<file path="src/sv/sht_pkg.sv">
`default_nettype none
package sht_pkg;
  localparam int DEPTH_DEF = 1024;
  localparam int NUM_TABLES_DEF = 3;
  localparam int ID_BITS_DEF = 20;
  localparam int MAX_CAND_DEF = 64;

  localparam logic [1:0] CMD_INSERT  = 2'd0;
  localparam logic [1:0] CMD_REMOVE  = 2'd1;
  localparam logic [1:0] CMD_FIND    = 2'd2;
  localparam logic [1:0] CMD_UNKNOWN = 2'd3;

  localparam logic [2:0] ST_DONE      = 3'd0;
  localparam logic [2:0] ST_NOT_FOUND = 3'd1;
  localparam logic [2:0] ST_FULL      = 3'd2;
  localparam logic [2:0] ST_BAD_TABLE = 3'd3;
  localparam logic [2:0] ST_CAND      = 3'd4;
  localparam logic [2:0] ST_TRUNC     = 3'd5;

  typedef struct packed {
    logic [1:0]  cmd;
    logic [1:0]  table_sel;
    logic [19:0] entry_id;
    logic [31:0] key_hash;
  } in_item_t;

  typedef struct packed {
    logic [2:0]  status;
    logic [19:0] cand_id;
    logic [10:0] position;
    logic [10:0] entry_count;
    logic        last;
  } out_item_t;

  typedef enum logic [3:0] {
    S_IDLE, S_SRCH_RD, S_SRCH_EV, S_BACK_RD, S_BACK_EV,
    S_SCAN_RD, S_SCAN_EV, S_LOOK_RD, S_SHIFT_RD, S_SHIFT_WR, S_EMIT, S_WAIT
  } state_t;

  // datapath commands
  typedef struct packed {
    logic load;       // capture input item and start search window
    logic rd_mid;     // read at search probe
    logic srch_step;  // evaluate probe
    logic rd_prev;    // read pos-1
    logic back_step;  // evaluate pos-1
    logic rd_pos;     // read at pos
    logic scan_step;  // evaluate run entry at pos
    logic cap_id;     // latch candidate id read at pos
    logic rd_next;    // read pos+1 to see whether the run goes on
    logic shift_rd;   // read source of shift
    logic shift_wr;   // write shift destination
    logic ins_wr;     // write new pair at pos
    logic cnt_inc;
    logic cnt_dec;
    logic emit;       // load output register
    logic [2:0] st;
    logic use_pos;    // position from pos, else zero
    logic use_id;
    logic last;
  } cmd_t;

  typedef struct packed {
    logic bad_table;
    logic full;
    logic srch_done;
    logic hit;
    logic back_more;   // pos>0 and h[pos-1]==key
    logic in_run;      // pos<n and rd hash == key
    logic id_match;
    logic more;        // pos+1<n and h[pos+1]==key
    logic trunc;       // candidate count reached max-1
    logic shift_done;
    logic out_free;
  } stat_t;
endpackage
`default_nettype wire

</file>
<file path="src/sv/sht_ctrl.sv">
`default_nettype none
module sht_ctrl (
  input  wire logic clk,
  input  wire logic rst,
  input  wire logic in_valid,
  output logic in_ready,
  input  wire logic [1:0] op_in,
  input  wire sht_pkg::stat_t stat,
  output sht_pkg::cmd_t cmd
);
  sht_pkg::state_t state, state_next;
  logic [1:0] op, op_next;
  logic found, found_next;

  always_ff @(posedge clk) begin
    if (rst) begin
      state <= sht_pkg::S_IDLE;
      op <= '0;
      found <= 1'b0;
    end else begin
      state <= state_next;
      op <= op_next;
      found <= found_next;
    end
  end

  always_comb begin
    cmd = '0;
    state_next = state;
    op_next = op;
    found_next = found;
    in_ready = 1'b0;
    unique case (state)
      sht_pkg::S_IDLE: begin
        in_ready = 1'b1;
        if (in_valid) begin
          cmd.load = 1'b1;
          op_next = op_in;
          found_next = 1'b0;
          state_next = sht_pkg::S_SRCH_RD;
        end
      end
      sht_pkg::S_SRCH_RD: begin
        if (stat.srch_done) state_next = sht_pkg::S_WAIT;
        else begin
          cmd.rd_mid = 1'b1;
          state_next = sht_pkg::S_SRCH_EV;
        end
      end
      sht_pkg::S_SRCH_EV: begin
        cmd.srch_step = 1'b1;
        state_next = sht_pkg::S_SRCH_RD;
      end
      sht_pkg::S_BACK_RD: begin
        cmd.rd_prev = 1'b1;
        state_next = sht_pkg::S_BACK_EV;
      end
      sht_pkg::S_BACK_EV: begin
        cmd.back_step = 1'b1;
        state_next = stat.back_more ? sht_pkg::S_BACK_RD : sht_pkg::S_SCAN_RD;
      end
      sht_pkg::S_SCAN_RD: begin
        cmd.rd_pos = 1'b1;
        state_next = sht_pkg::S_SCAN_EV;
      end
      sht_pkg::S_SCAN_EV: begin
        if (op == sht_pkg::CMD_FIND) begin
          cmd.cap_id = 1'b1;
          state_next = sht_pkg::S_LOOK_RD;
        end else if (!stat.in_run) begin
          state_next = sht_pkg::S_EMIT;
        end else begin
          cmd.scan_step = 1'b1;
          if (stat.id_match) begin
            found_next = 1'b1;
            state_next = sht_pkg::S_SHIFT_RD;
          end else begin
            state_next = sht_pkg::S_SCAN_RD;
          end
        end
      end
      sht_pkg::S_LOOK_RD: begin
        // peek at the next entry so the candidate knows whether it is the last
        cmd.rd_next = 1'b1;
        state_next = sht_pkg::S_EMIT;
      end
      sht_pkg::S_SHIFT_RD: begin
        if (stat.shift_done) begin
          if (op == sht_pkg::CMD_INSERT) cmd.ins_wr = 1'b1;
          state_next = sht_pkg::S_EMIT;
        end else begin
          cmd.shift_rd = 1'b1;
          state_next = sht_pkg::S_SHIFT_WR;
        end
      end
      sht_pkg::S_SHIFT_WR: begin
        cmd.shift_wr = 1'b1;
        state_next = sht_pkg::S_SHIFT_RD;
      end
      sht_pkg::S_EMIT: begin
        // result for insert/remove done, remove miss, or one find candidate
        if (stat.out_free) begin
          cmd.emit = 1'b1;
          cmd.use_pos = 1'b1;
          cmd.last = 1'b1;
          state_next = sht_pkg::S_IDLE;
          if (op == sht_pkg::CMD_INSERT) begin
            cmd.cnt_inc = 1'b1;
          end else if (op == sht_pkg::CMD_REMOVE) begin
            if (found) cmd.cnt_dec = 1'b1;
            else cmd.st = sht_pkg::ST_NOT_FOUND;
            cmd.use_pos = found;
          end else begin
            cmd.use_id = 1'b1;
            cmd.st = sht_pkg::ST_CAND;
            if (stat.more) begin
              // run goes on: stop here at the limit, else advance to the next entry
              if (stat.trunc) begin
                cmd.st = sht_pkg::ST_TRUNC;
              end else begin
                cmd.last = 1'b0;
                state_next = sht_pkg::S_SCAN_RD;
              end
            end
          end
        end
      end
      sht_pkg::S_WAIT: begin
        // search over: decide
        if (stat.out_free) begin
          state_next = sht_pkg::S_IDLE;
          cmd.emit = 1'b1;
          cmd.last = 1'b1;
          if (stat.bad_table || op == sht_pkg::CMD_UNKNOWN) cmd.st = sht_pkg::ST_BAD_TABLE;
          else if (op == sht_pkg::CMD_INSERT) begin
            if (stat.full) cmd.st = sht_pkg::ST_FULL;
            else begin
              cmd.emit = 1'b0;
              state_next = sht_pkg::S_SHIFT_RD;
            end
          end else if (!stat.hit) cmd.st = sht_pkg::ST_NOT_FOUND;
          else begin
            cmd.emit = 1'b0;
            state_next = sht_pkg::S_BACK_RD;
          end
        end
      end
      default: state_next = sht_pkg::S_IDLE;
    endcase
  end
endmodule
`default_nettype wire

</file>
<file path="config.mk">
export PLATFORM = sky130hd
export DESIGN_NAME = sht_ctrl
export DESIGN_NICKNAME = d
export VERILOG_FILES = /design/src/sv/sht_pkg.sv /design/src/sv/sht_ctrl.sv
export SDC_FILE = /design/constraint.sdc
export NUM_CORES = 1
export LEC_CHECK = 0
export ABC_AREA = 1
export BUFFER_PORTS_ARGS = -buffer_cell sky130_fd_sc_hd__buf_2
export CORE_MARGIN = 5
export CORE_UTILIZATION = 44
export CTS_CLUSTER_DIAMETER = 100
export CTS_CLUSTER_SIZE = 20
export DETAILED_ROUTE_END_ITERATION = 10
export PLACE_DENSITY_LB_ADDON = 0.1
export SYNTH_ARGS = -nofsm -noshare
export SYNTH_HDL_FRONTEND = slang
export SYNTH_SLANG_ARGS = --single-unit
</file>
<file path="constraint.sdc">
create_clock -name clk -period 1.7 [get_ports clk]
set_clock_uncertainty 0.1 [all_clocks]
set_input_delay 0.085 -clock clk [delete_from_list [all_inputs] [get_ports clk]]
set_output_delay 0.085 -clock clk [all_outputs]
set_load 0.1 [all_outputs]
</file>
### After elaboration in Yosys (flattened, before gate mapping)

Cells that the tools add are included.

| word-level totals | value |
|---|---|
| word-level logic and storage cells | 99 |
| register bits | 7 |
| input bits | 16 |

| operators by class | value |
|---|---|
| equal/unequal tests | 20 |
| mux-type cells | 69 |
| reduce and logical (&&, ||, !) cells | 7 |

Operators with widths:

| cell | count |
|---|---|
| $mux W4 | 12 |
| $pmux W4 S12 | 1 |
| $mux W1 | 37 |
| $mux W3 | 7 |
| $eq A4 B3 Y1 const B | 4 |
| $eq A4 B4 Y1 const B | 4 |
| $mux W2 | 7 |
| $ne A2 B2 Y1 const B | 6 |
| $mux W9 | 1 |
| $eq A4 B2 Y1 const B | 2 |
| $pmux W4 S2 | 1 |
| $mux W6 | 1 |
| $reduce_and A5 Y1 | 1 |
| $eq A2 B2 Y1 const B | 2 |
| $eq A4 B1 Y1 const B | 1 |
| $logic_not A4 Y1 | 1 |
| $pmux W1 S2 | 2 |
| $reduce_and A3 Y1 | 1 |
| $eq A2 B1 Y1 const B | 1 |
| $logic_not A2 Y1 | 1 |
| $reduce_and A2 Y1 | 1 |
| $reduce_bool A2 Y1 | 1 |
| $logic_or A1 B1 Y1 | 1 |

### Longest topological paths before layout

Gate-level depths: netlist (run 1).

| depth | value |
|---|---|
| depth in word-level cells | 6 |
| mapped depth | 10 |

### Worst setup path after synthesis (run 1)

No wires, ideal clock.

| path | value |
|---|---|
| kind | register -> output |
| start | register op[1] |
| end | output cmd[9] (netlist bit) |
| setup slack | -2031 ps |
| cell stages (with the launch flop) | 5 |
| data arrival time | 3546 ps |
| path through | dfxtp_1 > buf_2 > nor2_1 > inv_1 > nor4_1 |

RTL lines:

| item | line | text |
|---|---|---|
| from (decl) | sht_ctrl.sv:12 | `logic [1:0] op, op_next;` |
| from (signal assigned) | sht_ctrl.sv:22 | `op <= op_next;` |
| to (decl) | sht_ctrl.sv:9 | `output sht_pkg::cmd_t cmd` |

==> metrics, run 1 <==
Fmax=0.584 GHz; final worst slack=-0.0136 ns; ratio of cells with drive above 1 in the final layout=51.6%; initial drt markers=50; RSZ-0062 raised after global routing=true; count of antenna-violating nets left after detailed routing=0; layout filler cell count=80; violated checks=negative setup slack; crit path cell chain=nand2_4, nor2_4, nand2_8, buf_4, nor2_4, buf_12; YS warnings=0; Tcrit/Tclk final=101%; fin area=1510 sq um; layout overhead on the synthesized area=98.0%; sequential area share after synthesis=18.3%; Critical Path Most Common Cell=nor2_4; area of the core=1690 sq um; CTS buffer count=3; Die Y=51.7 um; I/O Pins=38; initial core utilization=45.3%; CP Max Fanout=7; CTS sink count=7; max_cap viols=0; DR DRC count=0; WP data required=1.51 ns; initial antenna violation count=0; die area=2670 sq um; FP Rows=15; LEAKAGE=0.751 nW; Max stage delay on crit path=0.42 ns; cells after synthesis=139; first-pass GRT wire length=4.35 mm; routed metal-1 wire length=1.26 mm; CTS tree=built; final global-route overflow total=0; number of setup violations in the final report=1; root buf cell=clkbuf_4; number of global-route vias before repair=1061; status=complete, but fails checks; Setup TNS=-0.0136 ns; WL met3=296 um; 1st-pass router iterations=4; via count=1201; gr usage total=21.1%; Crit-path slowest cell=dfxtp_4; pwr/cell area=1200 nW/um^2; Synth async-reset ratio=0%; unique cell type count in the Yosys netlist=21; fin crit period=1.71 ns; mapped cell area=764 sq um; Max H-tree Level=1; clock latency on the worst-skew pair=0.26 ns; hpwl dp=2.06 mm; Worst slew margin=67.4%; Syn Area/Cell=5.50 sq um; Synthesized Nets=155; Synth Flop Type=dfxtp_1; final WL=3.48 mm; crit path DAT=1.53 ns; Peak VDD IR=1.39 mV; Via density=5.80; largest net degree at the start of global routing=10; number of diodes=0; met2 WL=1.78 mm; dpl cell area=1330 sq um; Post-synth EDFFs=0; worst hold-check path type=in2reg; fin nets=207; count of final hold-check violations=0; clk slew on worst S/H paths=0.05 ns; CTS max path bufs=2; routability cong.=0.897; Setup CP Type=reg2out; endpoint type of the worst setup path=output port; Critical Path Source Type=flop; top routing layer in use=met4; Die Wd=51.7 um; Slew Limit Fails=0; Worst Max-Slew Pin Slew=0.493 ns; Buffers on Ports=37; #FFs+latches synth=7; WL per Instance=16.8 um
[worst max-delay path: cells and delay by family, from the launching register on]
family | cells | cell delay [ns]
buffers and inverters | 2 | 0.35
DFF | 1 | 0.42
and+or+nand+nor | 4 | 0.50
[flip-flops by register name (all words and copies together) (netlist names)]
register and flops:
found 1, op 2, state 4
[what timing repair did]
action	in CTS	in global routing
cloned	0	0
hold endpoints to repair	3	0
hold buffers	1	0
buffers inserted	1	9
pin swaps	3	4
endpoints found under the setup margin	3	6
resized for setup	3	17
[metal layers]
layer / up-vias / track usage (%)
met1: 567 / 25.0
met3: 17 / 1.15
met2: 83 / 37.9
met5: - / 0
li1: 534 / -
met4: 0 / 10.5
[path summary, 6_finish.rpt]
check / depth (start not counted) / endpoint / from / slack [ns]
worst max-delay path: 6 / cmd[8] / state[1] / -0.01
worst min register to register: 2 / state[1] / state[1] / 0.48
worst max register to register: 9 / op[0] / state[0] / 0.03
worst min-delay path: 3 / op[1] / op_in[1] / 0.004
[stage by stage]
step                      total power, mW  setup slack [ns]  std cells  hold WS, ns  util [%]
after floorplan                      1.22            -0.675        139       0.0444         -
after global placement               1.45             0.239        192        0.203      78.9
after detailed placement             1.47             0.209        192        0.210      78.9
after CTS                            1.65         0.0000112        198      0.00473      82.0
after global routing                 1.91           -0.0788        207       0.0447      89.6
final                                1.82           -0.0136        207      0.00410      89.6
[area by class of cell]
type | count | area [sq um] | area share [%]
inverters | 30 | 118 | 7.77
repair buffers | 48 | 533 | 35.2
well taps | 17 | 21.3 | 1.40
flip-flops and latches | 7 | 158 | 10.4
clock buffers | 4 | 26.3 | 1.74
multi-input cells | 101 | 658 | 43.5
[cell usage in the layout, fill, tap and decap left out, drive strengths merged]
cell type	Yosys	routed
buf	1	45
nor3	4	4
o21ai	8	8
nor4	2	2
nor2	25	25
a32o	1	1
o211ai	1	1
nand2	41	41
a21oi	9	9
dfxtp	7	7
inv	30	30
nand3	9	9
dlygate4sd3	0	1
clkbuf	0	6
nand4	1	1
[kinds of logic (layout without fill, tap and decap cells)]
kind of cell	count (synthesis)	in the layout	share of synthesized area, %
and+or+nand+nor	82	82	52.4
DFF	7	7	18.3
AOI/OAI and AO/OA	19	19	13.9
buffers and inverters	31	82	15.4
[power by group]
group	leakage [nW]	internal, mW	switching [mW]	total, mW
Sequential	0.0611	0.229	0.101	0.330
Combinational	0.675	0.367	0.972	1.34
Clock	0.0150	0.0898	0.0649	0.155
Total	0.751	0.685	1.14	1.82
[cells in the mapped netlist, types with 2 or more instances]
| master | count | area [sq um] |
|---|---|---|
| nand2_4 | 2 | 22.5 |
| nor3_1 | 4 | 20.0 |
| nand2_2 | 3 | 18.8 |
| o21ai_0 | 7 | 35.0 |
| inv_2 | 7 | 26.3 |
| dfxtp_1 | 7 | 140 |
| nor2_4 | 5 | 56.3 |
| nor2_1 | 19 | 71.3 |
| nand3_1 | 9 | 45.0 |
| nand2_1 | 36 | 135 |
| a21oi_1 | 8 | 40.0 |
| inv_1 | 23 | 86.3 |
Power figures use the tool's default switching activity.
==> run 2: changes to the inputs <==
--- a/config.mk
+++ b/config.mk
@@ -7,12 +7,16 @@
 export LEC_CHECK = 0
 export ABC_AREA = 1
 export BUFFER_PORTS_ARGS = -buffer_cell sky130_fd_sc_hd__buf_2
+export CAP_MARGIN = 10
+export CELL_PAD_IN_SITES_DETAIL_PLACEMENT = 0
+export CELL_PAD_IN_SITES_GLOBAL_PLACEMENT = 2
 export CORE_MARGIN = 5
-export CORE_UTILIZATION = 44
+export CORE_UTILIZATION = 20
 export CTS_CLUSTER_DIAMETER = 100
 export CTS_CLUSTER_SIZE = 20
 export DETAILED_ROUTE_END_ITERATION = 10
 export PLACE_DENSITY_LB_ADDON = 0.1
+export SKIP_CTS_REPAIR_TIMING = 1
 export SYNTH_ARGS = -nofsm -noshare
 export SYNTH_HDL_FRONTEND = slang
 export SYNTH_SLANG_ARGS = --single-unit
==> run 2 against run 1 <==
Against the previous run: the flow still finishes with violations (negative setup slack); core utilization fell by 49 points; final area fell by 2.0%; sequential share of layout area fell by 0.21 points; routed wire length fell by 23%; die area rose by 93%; clock-buffer cell count did not move; power fell by 2.2%; sequential cell count did not move; via count fell by 16%.
==> metrics, run 2 (synthesized netlist as in run 1, its figures left out) <==
count of final hold-check violations=0; final global-route overflow total=0; DR DRC count=0; gr usage total=10.9%; fin nets=200; RR Endpoint=op[0]; clock power share=13.3%; Largest register FFs=4; status=complete, but fails checks; routed metal-1 wire length=1.20 mm; endpoint type of the worst setup path=output port; CP Max Fanout=6; Slew Limit Fails=0; most frequent cells in the layout=nand2_1, inv_1, buf_2; Worst slew margin=67.7%; reg-to-reg slack, setup=0.24 ns; r2r startpoint=state[0]; WL met3=121 um; final WL=2.69 mm; initial core utilization=20.7%; count of antenna-violating nets left after detailed routing=0; CTS buffer count=3; Critical Path Source Type=flop; beginning of the worst hold path=op_in[1]; Tcrit/Tclk final=101%; dpl cell area=1380 sq um; fin crit period=1.71 ns; violated checks=negative setup slack; Max H-tree Level=1; area of the core=3690 sq um; initial antenna violation count=0; number of setup violations in the final report=1; CTS tree=built; FP Rows=22; combinational power share=69.6%; crit path DAT=1.52 ns; clk slew on worst S/H paths=0.04 ns; Via density=4.37; I/O Pins=38; max_cap viols=0; Setup CP Type=reg2out; Peak VDD IR=1.01 mV; Flop pwr share=17.1%; met2 WL=1.32 mm; largest net degree at the start of global routing=10; WP data required=1.51 ns; CTS max path bufs=2; 1st-pass router iterations=4; first-pass GRT wire length=4.46 mm; Largest regs=state: 4 flops, op: 2 flops, found: 1 flops; clock latency on the worst-skew pair=0.23 ns; placed insts=224; Die Y=71.8 um; commonest non-fill, non-tap cell in the layout=nand2_1; reg2reg path depth=9; via count=1009; hpwl dp=2.38 mm; Fmax=0.585 GHz; Top reg by flops=state; RSZ-0062 raised after global routing=true; die area=5160 sq um; P_sw=1.06 mW; ratio of cells with drive above 1 in the final layout=48.6%; Sw Share=59.2%; fin cells=231; final worst slack=-0.00928 ns; pwr/cell area=1200 nW/um^2; fin area=1480 sq um; CTS sink count=7; top routing layer in use=met4; LEAKAGE=0.707 nW; worst hold-check path type=in2reg; P_int=728 uW; Die Wd=71.8 um; number of global-route vias before repair=1000; number of diodes=0; WL per Instance=11.6 um; layout overhead on the synthesized area=94.1%; worst hold endpoint=op[1]; initial drt markers=54; routability cong.=0.779; Worst Max-Slew Pin Slew=0.488 ns; hold path cells=3; Buffers on Ports=37; root buf cell=clkbuf_8
## run 2: changes by cell type in the layout (fill, tap and decap cells not counted), moves of 2 or more
cell	delta
dfxtp_4	-2
clkbuf_8	+3
clkbuf_4	-3
inv_4	-2
buf_4	-7
## run 2: through the flow
stage / power [mW] / utilization, % / worst slack (ns) / TNS (ns) / hold slack (ns)
floorplan: 1.22 / - / -0.675 / -3.15 / 0.0444
global placement: 1.50 / 37.4 / 0.197 / 0 / 0.210
detailed placement: 1.50 / 37.4 / 0.171 / 0 / 0.211
CTS: 1.75 / 38.6 / -0.0827 / -0.142 / -0.0300
global route: 1.91 / 40.2 / -0.0646 / -0.0963 / 0.0427
finish: 1.78 / 40.2 / -0.00928 / -0.00928 / 0.0273
## run 2: area by class of cell
cell class / count / area [sq um]
timing repair buffer: 41 / 475
tap: 48 / 60.1
sequential: 7 / 151
inverter: 30 / 113
clock buffer: 4 / 45.0
multi-input combinational: 101 / 639
fill: 420 / 2200
## run 2: worst max-delay path, stage by stage (launching register included)
cell and delay (ns):
dfxtp_2 0.34, inv_2 0.08, nand2_4 0.10, nor2_4 0.17, nand2_2 0.10, o211ai_1 0.29
buf_12 0.22
## run 2: power by group through the flow
stage	sequential (mW)	clock (mW)	combinational [mW]
finish	0.305	0.237	1.24
global route	0.316	0.250	1.34
CTS	0.293	0.244	1.21
detailed placement	0.296	0	1.21
global placement	0.294	0	1.21
floorplan	0.263	0	0.952
## run 2: routing by layer
metal | track usage, % | vias to the layer above
met2 | 18.7 | 19
met5 | 0 | -
met3 | 1.68 | 5
met1 | 13.6 | 462
li1 | - | 523
met4 | 4.38 | 0
## run 2: worst max-delay path by stage
| stage | cells past startpoint | from | endpoint | slack, ns |
|---|---|---|---|---|
| 4_1_cts | 6 | state[0] | cmd[7] | -0.08 |
| 5_1_grt | 6 | state[2] | cmd[6] | -0.06 |
| 6_report | 6 | state[2] | cmd[6] | -0.009 |
| 3_5_place_dp | 6 | state[0] | cmd[7] | 0.17 |
| 2_1_floorplan | 5 | state[2] | cmd[6] | -0.68 |
| 3_3_place_gp | 9 | state[3] | state[3] | 0.20 |
